### config.mk
export PLATFORM = sky130hd
export DESIGN_NAME = min_max_hold_meter_control
export DESIGN_NICKNAME = d
export VERILOG_FILES = /design/src/rtl/core/mmhm_pkg.sv /design/src/rtl/core/mmhm_idle_timer.sv /design/src/rtl/core/min_max_hold_meter_control.sv
export SDC_FILE = /design/constraint.sdc
export NUM_CORES = 1
export LEC_CHECK = 0
export ABC_CLOCK_PERIOD_IN_PS = 4100
export CORE_MARGIN = 1.5
export CORE_UTILIZATION = 40
export CTS_BUF_LIST = sky130_fd_sc_hd__clkbuf_4
export DETAILED_ROUTE_END_ITERATION = 8
export DONT_BUFFER_PORTS = 1
export MAX_ROUTING_LAYER = met4
export PLACE_DENSITY = 0.58
export SLEW_MARGIN = 40
export SYNTH_ARGS = -nofsm -noshare
export SYNTH_HDL_FRONTEND = slang
export SYNTH_SLANG_ARGS = --single-unit
### constraint.sdc
create_clock -name clock -period 4.1 [get_ports clock]
set_clock_uncertainty 0.1 [all_clocks]
set_input_delay 0.205 -clock clock [delete_from_list [all_inputs] [get_ports clock]]
set_output_delay 0.205 -clock clock [all_outputs]
set_load 0.05 [all_outputs]
### src/rtl/core/mmhm_pkg.sv
// ----------------------------------------------------------------------------
// Min/max hold meter package
// Shared widths, view codes, limit constants and the idle timer control beat.
// ----------------------------------------------------------------------------
package mmhm_pkg;

   // Default parameter values.
   localparam int SAMPLE_BITS_DEF    = 12;
   localparam int TICKS_PER_UNIT_DEF = 3;

   // Fixed field widths of the result channel.
   localparam int OUT_W   = 12;
   localparam int VIEW_W  = 3;
   localparam int LIMIT_W = 7;

   // View codes.
   localparam logic [VIEW_W-1:0] VIEW_ACTUAL = 3'd0;
   localparam logic [VIEW_W-1:0] VIEW_HIGH   = 3'd1;
   localparam logic [VIEW_W-1:0] VIEW_LOW    = 3'd2;
   localparam logic [VIEW_W-1:0] VIEW_TIME   = 3'd3;
   localparam logic [VIEW_W-1:0] VIEW_POWER  = 3'd4;

   // Inactivity limit constants.
   localparam logic [LIMIT_W-1:0] LIMIT_RESET = 7'd60;
   localparam logic [LIMIT_W-1:0] LIMIT_STEP  = 7'd10;
   localparam logic [LIMIT_W:0]   LIMIT_WRAP  = 8'd130;
   localparam int                 LIMIT_MAX   = 120;

   // Control beat from the view logic to the idle timer.
   typedef struct packed {
      logic advance;   // an item was accepted this cycle
      logic clear;     // a button was pressed this tick
      logic step;      // action press in the time view
   } idle_ctl_type;

endpackage

### src/rtl/core/mmhm_idle_timer.sv
// ----------------------------------------------------------------------------
// Min/max hold meter idle timer
// Holds the inactivity limit and the tick counter, and flags a timeout.
// ----------------------------------------------------------------------------
module mmhm_idle_timer
   import mmhm_pkg::*;
#(
   parameter int TICKS_PER_UNIT = TICKS_PER_UNIT_DEF
) (
   input  logic               clock,
   input  logic               reset,
   input  idle_ctl_type       ctl,
   output logic [LIMIT_W-1:0] limit_in,
   output logic               timeout
);

   // The counter never passes the largest limit times the unit, plus one.
   localparam int TICK_W = $clog2(LIMIT_MAX * TICKS_PER_UNIT + 2);
   localparam logic [TICK_W-1:0] TPU_K = TICK_W'(TICKS_PER_UNIT);

   logic [LIMIT_W-1:0] limit_ff;
   logic [TICK_W-1:0]  ticks_ff;
   logic [TICK_W-1:0]  ticks_in;
   logic [TICK_W-1:0]  ticks_base;
   logic [TICK_W-1:0]  ticks_inc;
   logic [TICK_W-1:0]  threshold;
   logic [LIMIT_W:0]   limit_sum;

   // Step the limit by ten, wrapping back to ten at the top.
   always_comb begin
      limit_sum = {1'b0, limit_ff} + {1'b0, LIMIT_STEP};
      if (!ctl.step) begin
         limit_in = limit_ff;
      end else if (limit_sum >= LIMIT_WRAP) begin
         limit_in = LIMIT_STEP;
      end else begin
         limit_in = limit_sum[LIMIT_W-1:0];
      end
   end

   // Count the tick and compare against the scaled limit.
   always_comb begin
      ticks_base = ctl.clear ? '0 : ticks_ff;
      ticks_inc  = ticks_base + TICK_W'(1);
      threshold  = TPU_K * TICK_W'(limit_in);
      timeout    = (ticks_inc > threshold);
      ticks_in   = timeout ? '0 : ticks_inc;
   end

   always_ff @(posedge clock) begin
      if (reset) begin
         limit_ff <= LIMIT_RESET;
         ticks_ff <= '0;
      end else if (ctl.advance) begin
         limit_ff <= limit_in;
         ticks_ff <= ticks_in;
      end
   end

endmodule

### src/rtl/core/min_max_hold_meter_control.sv
// ----------------------------------------------------------------------------
// Min/max hold meter control
// One tick per input beat: view selection, extreme hold and idle power-off.
// ----------------------------------------------------------------------------
// Usage:
// The req_ channel carries one tick: a sample and the two button events.
// The rsp_ channel returns exactly one result beat per tick: the view, the
// value shown in it, the held maximum and minimum, and a power-off request.
// All state is updated in the cycle a req_ beat is accepted, and the result
// sits in the output register from the next cycle. Throughput is one tick
// per cycle; the only limit is the single output register, which takes a
// new beat whenever it is empty or being drained. When the receiver stalls,
// req_ready falls until the waiting result is taken. Reset puts the view on
// actual, the limit at 60, clears the idle counter and empties the output
// register; the first tick after reset loads both extremes with its sample.
// ----------------------------------------------------------------------------
module min_max_hold_meter_control
   import mmhm_pkg::*;
#(
   parameter int SAMPLE_BITS    = SAMPLE_BITS_DEF,
   parameter int TICKS_PER_UNIT = TICKS_PER_UNIT_DEF
) (
   input  logic                   clock,
   input  logic                   reset,
   input  logic                   req_valid,
   output logic                   req_ready,
   input  logic [SAMPLE_BITS-1:0] req_sample,
   input  logic                   req_mode_press,
   input  logic                   req_action_press,
   output logic                   rsp_valid,
   input  logic                   rsp_ready,
   output logic [VIEW_W-1:0]      rsp_view,
   output logic [OUT_W-1:0]       rsp_shown_value,
   output logic [OUT_W-1:0]       rsp_peak_value,
   output logic [OUT_W-1:0]       rsp_valley_value,
   output logic                   rsp_power_off
);

   logic                   accept;
   logic [VIEW_W-1:0]      view_ff;
   logic [VIEW_W-1:0]      view_in;
   logic [SAMPLE_BITS-1:0] max_ff;
   logic [SAMPLE_BITS-1:0] max_in;
   logic [SAMPLE_BITS-1:0] max_base;
   logic [SAMPLE_BITS-1:0] min_ff;
   logic [SAMPLE_BITS-1:0] min_in;
   logic [SAMPLE_BITS-1:0] min_base;
   logic                   primed_ff;
   logic                   manual_off;
   logic [OUT_W-1:0]       shown;
   logic [LIMIT_W-1:0]     limit_in;
   logic                   timeout;
   idle_ctl_type           idle_ctl;

   logic                   rsp_valid_ff;
   logic [VIEW_W-1:0]      rsp_view_ff;
   logic [OUT_W-1:0]       rsp_shown_ff;
   logic [OUT_W-1:0]       rsp_peak_ff;
   logic [OUT_W-1:0]       rsp_valley_ff;
   logic                   rsp_off_ff;

   // Take a new beat whenever the output register is free or draining.
   assign req_ready = !rsp_valid_ff || rsp_ready;
   assign accept    = req_valid && req_ready;

   // Advance the view; codes past on/off return to actual.
   always_comb begin
      if (!req_mode_press) begin
         view_in = view_ff;
      end else if (view_ff >= VIEW_POWER) begin
         view_in = VIEW_ACTUAL;
      end else begin
         view_in = view_ff + VIEW_W'(1);
      end
   end

   // Prime, apply the action reset, track the sample and flag a manual power-off.
   always_comb begin
      max_base = primed_ff ? max_ff : req_sample;
      min_base = primed_ff ? min_ff : req_sample;
      if (req_action_press && view_in == VIEW_HIGH) begin
         max_base = req_sample;
      end
      if (req_action_press && view_in == VIEW_LOW) begin
         min_base = req_sample;
      end
      max_in     = (req_sample > max_base) ? req_sample : max_base;
      min_in     = (req_sample < min_base) ? req_sample : min_base;
      manual_off = req_action_press && (view_in >= VIEW_POWER);
   end

   // Control beat for the idle timer.
   always_comb begin
      idle_ctl.advance = accept;
      idle_ctl.clear   = req_mode_press || req_action_press;
      idle_ctl.step    = req_action_press && (view_in == VIEW_TIME);
   end

   mmhm_idle_timer #(
      .TICKS_PER_UNIT(TICKS_PER_UNIT)
   ) u_idle_timer (
      .clock   (clock),
      .reset   (reset),
      .ctl     (idle_ctl),
      .limit_in(limit_in),
      .timeout (timeout)
   );

   // Select the value for the current view.
   always_comb begin
      case (view_in)
         VIEW_ACTUAL: shown = OUT_W'(req_sample);
         VIEW_HIGH:   shown = OUT_W'(max_in);
         VIEW_LOW:    shown = OUT_W'(min_in);
         VIEW_TIME:   shown = OUT_W'(limit_in);
         default:     shown = '0;
      endcase
   end

   // Meter state.
   always_ff @(posedge clock) begin
      if (reset) begin
         view_ff   <= VIEW_ACTUAL;
         primed_ff <= 1'b0;
         max_ff    <= '0;
         min_ff    <= '0;
      end else if (accept) begin
         view_ff   <= view_in;
         primed_ff <= 1'b1;
         max_ff    <= max_in;
         min_ff    <= min_in;
      end
   end

   // Result register.
   always_ff @(posedge clock) begin
      if (reset) begin
         rsp_valid_ff <= 1'b0;
      end else if (accept) begin
         rsp_valid_ff <= 1'b1;
      end else if (rsp_ready) begin
         rsp_valid_ff <= 1'b0;
      end
   end

   always_ff @(posedge clock) begin
      if (accept) begin
         rsp_view_ff   <= view_in;
         rsp_shown_ff  <= shown;
         rsp_peak_ff   <= OUT_W'(max_in);
         rsp_valley_ff <= OUT_W'(min_in);
         rsp_off_ff    <= manual_off || timeout;
      end
   end

   assign rsp_valid        = rsp_valid_ff;
   assign rsp_view         = rsp_view_ff;
   assign rsp_shown_value  = rsp_shown_ff;
   assign rsp_peak_value   = rsp_peak_ff;
   assign rsp_valley_value = rsp_valley_ff;
   assign rsp_power_off    = rsp_off_ff;

endmodule
Yosys cells after proc, flatten, opt, wreduce, memory -nomap -nowiden
Cells that the tools add are included.

operators by class
  order comparisons = 6
  $mul = 1
  add/sub/neg operators = 3
  reduce and logical (&&, ||, !) cells = 11
  equal/unequal tests = 3
  multiplexer cells = 15

operators with widths
  cell                                                       number
  2-to-1 mux 12 bit                                          6
  one-hot mux 12 bit (4 select lines)                        1
  2-to-1 mux 9 bit                                           2
  2-to-1 mux 7 bit                                           2
  > comparator 12 bit                                        1
  less-than comparator 12 bit                                1
  adder 9 x 1 -> 9 bit (second input constant)               1
  > comparator 9 bit                                         1
  multiplier 2 x 7 -> 9 bit (first input constant)           1
  adder 7 x 4 -> 8 bit (second input constant)               1
  greater-or-equal comparator 8 bit (second input constant)  1
  equality test 3 x 2 -> 1 bit (second input constant)       2
  greater-or-equal comparator 3 bit (second input constant)  2
  2-to-1 mux 3 bit                                           2
  logical AND 1 bit                                          5
  adder 3 x 1 -> 3 bit (second input constant)               1
  equality test 3 x 1 -> 1 bit (second input constant)       1
  logical NOT 3 bit                                          1
  logical OR 1 bit                                           3
  2-to-1 mux 1 bit                                           2
  nonzero test 2 bit                                         1
  logical NOT 1 bit                                          1

storage, ports and cells
  flip-flop bits (word level) = 85
  word-level logic and storage cells = 51
  input bits = 18
  output and inout bits = 42

Logic depth before layout (Yosys ltp)
  depth in word-level cells = 9
  mapped depth = 21
  mapped depth without buffers = 19

Hierarchy
From an unflattened synthesis, not the netlist that was laid out.

unflattened totals
  cell total of the unflattened synthesis = 614
  area total of the unflattened synthesis = 5,770.5 um^2

by module, submodules not included
  module                      sequential area each (um^2)  area an instance (um^2)  cells an instance  instances
  min_max_hold_meter_control  1,781.7                      4,171.5                  407                1
  mmhm_idle_timer             320.3                        1,599.0                  207                1

Worst setup path before layout
No wires, ideal clock.

  path type = reg2reg
  from = register view_ff[0]
  to = register u_idle_timer.ticks_ff[1]
  slack = -0.189 ns
  data required time = 3.861 ns
  cell stages (with the launch flop) = 22
  setup time = 0.139 ns
  path buffers = 2
  clock period less this slack = 4.289 ns
  arrival time = 4.050 ns
  path through = dfxtp_1 > buf_6 > inv_1 > ha_1 > nand4bb_1 > a21oi_1 > buf_2 > nand2_1 > o21ba_2 > ha_1 > fa_1 > a21o_1 > a21oi_1 > o21bai_1 > a21oi_1 > xor2_1 > ha_1 > nand2_1 > o21bai_1 > a211o_1 > a21oi_1 > o21ai_0

between the ends
  cells in the longest elaborated chain, start to end = 9
  elaborated cells between the ends (all ways) = 10
  classes of those cells = 1 x add/sub; 1 x mul; 2 x order compare; 1 x eq/ne; 4 x mux; 1 x reduce/logical

ends and longest elaborated chain
  element                                                                           line                                                                source
  from (decl)                                                                       min_max_hold_meter_control.sv:40                                    logic [VIEW_W-1:0] view_ff;
  from (signal assigned)                                                            min_max_hold_meter_control.sv:128                                   view_ff <= view_in;
  adder 3 x 1 -> 3 bit / greater-or-equal comparator 3 bit (equally long branches)  min_max_hold_meter_control.sv:73, min_max_hold_meter_control.sv:70
  2-to-1 mux 3 bit                                                                  min_max_hold_meter_control.sv:70                                    end else if (view_ff >= VIEW_POWER) begin
  2-to-1 mux 3 bit (*)                                                              min_max_hold_meter_control.sv:68                                    if (!req_mode_press) begin
  equality test 3 x 2 -> 1 bit (*)                                                  min_max_hold_meter_control.sv:96                                    idle_ctl.step = req_action_press && (view_in == VIEW_TIME);
  logical AND 1 bit (*)                                                             min_max_hold_meter_control.sv:96
  2-to-1 mux 7 bit (*)                                                              mmhm_idle_timer.sv:32                                               if (!ctl.step) begin
  via limit_in[1]                                                                   min_max_hold_meter_control.sv:51                                    logic [LIMIT_W-1:0] limit_in;
  multiplier 2 x 7 -> 9 bit (*)                                                     mmhm_idle_timer.sv:45                                               threshold = TPU_K * TICK_W'(limit_in);
  > comparator 9 bit (*)                                                            mmhm_idle_timer.sv:46                                               timeout = (ticks_inc > threshold);
  2-to-1 mux 9 bit (*)                                                              mmhm_idle_timer.sv:47                                               ticks_in = timeout ? '0 : ticks_inc;
  to (signal assigned)                                                              mmhm_idle_timer.sv:56                                               ticks_ff <= ticks_in;
  to (decl)                                                                         mmhm_idle_timer.sv:22                                               logic [TICK_W-1:0] ticks_ff;

Mark *: on every way through the listed nets, which the timed path passes. The rest lies on a longest branch.
A chain may end at the register's enable or synchronous reset.

Worst setup path after layout
  from = register view_ff[0]
  to = register rsp_shown_ff[1], in the netlist rsp_shown_value[1] (data pin)

between the ends
  cells in the longest elaborated chain, start to end = 9
  elaborated cells between the ends (all ways) = 19
  classes of those cells = 1 x add/sub; 3 x order compare; 3 x eq/ne; 8 x mux; 4 x reduce/logical

ends and longest elaborated chain
  element                                                                              line                                                                                                   source
  adder 3 x 1 -> 3 bit / greater-or-equal comparator 3 bit (equally long branches)     min_max_hold_meter_control.sv:73, min_max_hold_meter_control.sv:70
  2-to-1 mux 3 bit                                                                     min_max_hold_meter_control.sv:70
  2-to-1 mux 3 bit (*)                                                                 min_max_hold_meter_control.sv:68
  equality test 3 x 2 -> 1 bit / equality test 3 x 1 -> 1 bit (equally long branches)  min_max_hold_meter_control.sv:84, min_max_hold_meter_control.sv:111, min_max_hold_meter_control.sv:81
  logical AND 1 bit (on tied branches)                                                 min_max_hold_meter_control.sv:84, min_max_hold_meter_control.sv:81
  2-to-1 mux 12 bit (on tied branches)                                                 min_max_hold_meter_control.sv:84, min_max_hold_meter_control.sv:81
  less-than comparator 12 bit / > comparator 12 bit (equally long branches)            min_max_hold_meter_control.sv:88, min_max_hold_meter_control.sv:87
  2-to-1 mux 12 bit (on tied branches)                                                 min_max_hold_meter_control.sv:88, min_max_hold_meter_control.sv:87
  one-hot mux 12 bit (4 select lines) (*)                                              min_max_hold_meter_control.sv:111                                                                      case (view_in)
  via shown[1]                                                                         min_max_hold_meter_control.sv:50                                                                       logic [OUT_W-1:0] shown;
  to (signal assigned)                                                                 min_max_hold_meter_control.sv:149                                                                      rsp_shown_ff <= shown;
  to (decl)                                                                            min_max_hold_meter_control.sv:57                                                                       logic [OUT_W-1:0] rsp_shown_ff;

Marks and branches as above.

==> results.md <==
* Status: complete, no violations
* Multi-input logic area at 3347 µm²
* Share of cells above drive strength 1 at 17.92%
* First-pass GRT wire length at 22750 µm
* Syn Nets at 635
* Crit Reg-Reg Endpoint: rsp_shown_value[1]
* Area contributors post-synth: edfxtp_1, dfxtp_1, mux2i_1
* Cells after DPL at 761
* Port bufs at 0
* R2r startpoint: view_ff[0]
* Final setup violation count at 0
* Root buffer cell: clkbuf_4
* HP Class: primary input to flop
* RSZ-0062 raised after global routing: yes
* Yosys reg bits at 85
* H-tree depth at 3
* # clock sinks at 85
* Synth Area in Simple Gates at 17.08%
* Post-DP HPWL at 9990 µm
* Avg WL per Cell at 18.14 µm
* Critical path data arrival time at 4.10 ns
* Most frequent cells in the layout: mux2i_1, nor2_1, dfxtp_1
* Worst setup EP type: flop
* Crit-path max FO at 13
* Detailed Route WL at 14560 µm
* Crit-path cells: inv_2, ha_4, buf_4, nor4b_1, a21oi_1, o21ai_2, buf_12, mux2i_2, ha_1, a211oi_1, o21bai_1, nor3_2, a21o_1, buf_12, mux2i_2, o221ai_1
* CTS tree: yes
* Core area at 13350 µm²
* Slowest CP cell: dfxtp_2
* Final count of pins violating max slew at 0
* YS warnings at 0
* Fin cells at 803
* P_leak at 2.708 nW
* Initial antenna violation count at 1
* Asr flop ratio synth at 0%
* Clock slew at reported path FFs at 0.14 ns
* Violation count after the first detailed-route iteration at 332
* Synth unique cells at 59
* Initial core utilization at 41.23%
* Crit path required time at 4.21 ns
* Peak VDD IR at 0.1194 mV
* GPL Wtd Cong at 0.9011
* Max Clock Freq at 250.4 MHz
* Syn_area_per_cell at 9.620 µm²
* Chip Width at 120.3 µm
* Vias in the first global route at 4236
* Post-route ant nets at 0
* Cells after Synth at 572
* Vias at 4498
* Congestion Overflow GR at 0
* CP Launch Type: flop
* XOR/XNOR share of the synthesized area at 2.069%
* Fill cell count at 1248
* Post-Synthesis Cell Area at 5503 µm²
* Final nets at 683
* R2R setup slack at 0.11 ns
* Largest family of logic cells by synthesized area: simple AND/OR/NAND/NOR gates
* Post-synthesis compound-gate area fraction at 15.05%
* Post-synthesis mux area share at 12.44%
* Post-synth top flop: dfxtp_1
* Drt pass-1 iters at 4
* CP startpoint: view_ff[0]
* Critical path class: flop to flop
* Global Route Usage Sum at 20.76%
* Max-cap viol count at 0
* Power Dens Cells at 385.5 nW/µm²
* CP max stage delay at 0.38 ns
* Synth top area share at 21.83%
* Period minus WS final at 3.994 ns
* Yosys top cell by area: edfxtp_1
* Die height at 120.3 µm
* Post-synth EDFFs at 40
* Vias per cell at 5.601
* Row count at 42
* CTS Buf Count at 9
* Overall Power at 2.528 mW
* CTS Buffer Depth at 2
* Clock latency on the worst-skew pair at 0.48 ns
* Full die area at 14470 µm²
* Post-Synth Adder-Cell Area at 10.37%
* Worst-Margin Slew at 0.5890 ns
* Pin count of the biggest net entering global routing at 52
* Logic depth of the worst register-to-register path at 16
* Period utilization at 97.42%
* Final hold vios at 0
* Seq. cell area at 2105 µm²
* DRC Markers at 0
* Worst Setup EP: rsp_shown_value[1]
* Io pins at 60
* Area growth from synthesis to layout at 19.19%
* Register area share after synthesis at 38.20%
* Most common cell after layout, fill and taps aside: mux2i_1
* Worst slew margin at 60.73%
-- Yosys cell counts (all sizes together) (3+ instances only) --
master  instances
mux2i          59
nor2           49
dfxtp          45
ha             44
nand2b         42
edfxtp         40
a21oi          39
nand2          34
inv            33
o21ai          24
clkbuf         15
buf            10
nand3          10
o221ai         10
nand4           9
mux2            8
xor2            8
a211oi          7
a21o            7
nor3            7
a22oi           5
nand3b          5
o21bai          5
or2             5
xnor2           5
a211o           4
or3             4
and2            3
and3            3
nor2b           3
nor4            3
o21a            3
-- worst max-delay path, delay by kind of cell, from the launching register on --
| family | cells | cell delay, ns |
|---|---|---|
| DFF | 1 | 0.38 |
| AOI/OAI and AO/OA | 6 | 1.14 |
| buffers and inverters | 4 | 0.54 |
| and+or+nand+nor | 2 | 0.50 |
| adders and majority gates | 2 | 0.53 |
| muxes | 2 | 0.53 |
-- per-layer routing --
metal  global-route usage (%)  wire length [µm]  vias to the layer above
met1                    28.19              6957                     2162
li1                         -                 -                     2176
met3                    2.783               749                       24
met4                    7.647               284                        0
met2                    31.79              6573                      136
met5                        -                 0                        -
-- registers in the layout (all words and copies together) (netlist names), 3 cells and up --
signal	cells
max_ff	12
min_ff	12
rsp_peak_value	12
rsp_shown_value	12
rsp_valley_value	12
rsp_view	3
u_idle_timer.limit_ff	7
u_idle_timer.ticks_ff	9
view_ff	3
-- logic make-up after synthesis --
kind of cell,Yosys count
mux,67
buf+inv,58
simple gates,182
fa+ha+maj,45
flops,85
compound gates,122
xor+xnor,13
-- metrics by stage --
step / util, % / hold slack, ns / setup slack [ns] / setup TNS [ns] / instance area [µm²]
5_1_grt: 49.14 / -0.0001737 / -0.07081 / -0.5174 / 6559
2_1_floorplan: - / 0.2345 / 0.004351 / 0 / 5517
3_3_place_gp: 44.52 / 0.1925 / -0.004538 / -0.004538 / 5942
6_report: 49.14 / 0.01617 / 0.1059 / 0 / 6559
3_5_place_dp: 44.52 / 0.1940 / -0.1005 / -0.9521 / 5942
4_1_cts: 47.63 / 0.0008499 / 0.008504 / 0 / 6357
-- worst min-delay path by stage --
stage / startpoint / to / depth (start not counted)
2_1_floorplan: req_valid / rsp_valid / 2
3_5_place_dp: reset / rsp_valid / 1
3_3_place_gp: reset / u_idle_timer.limit_ff[1] / 1
6_report: req_sample[7] / rsp_peak_value[7] / 2
4_1_cts: req_sample[7] / rsp_peak_value[7] / 2
5_1_grt: req_sample[7] / rsp_peak_value[7] / 2
-- where the power goes --
group / switching (mW) / internal, mW / total [mW]
clock network: 0.307 / 0.310 / 0.617
registers: 0.217 / 0.993 / 1.21
logic: 0.381 / 0.321 / 0.702
total: 0.905 / 1.62 / 2.53
-- layout make-up --
cell class,count,area share (%)
Clock buffer,10,1.145
Antenna cell,2,0.07631
Tap cell,176,3.357
Inverter,33,1.889
Timing Repair Buffer,61,8.871
Multi-Input combinational cell,430,51.03
Sequential cell,85,32.09
Clock inverter,6,1.545
-- repair_timing --
action | CTS | global route
cloned | 1 | 0
pin swaps | 3 | 11
endpoints found under the hold margin | 85 | 0
setup buffers | 0 | 4
gates resized for setup | 9 | 36
hold buffers | 19 | 0
setup endpoints to repair | 23 | 45
Power figures use the tool's default switching activity.
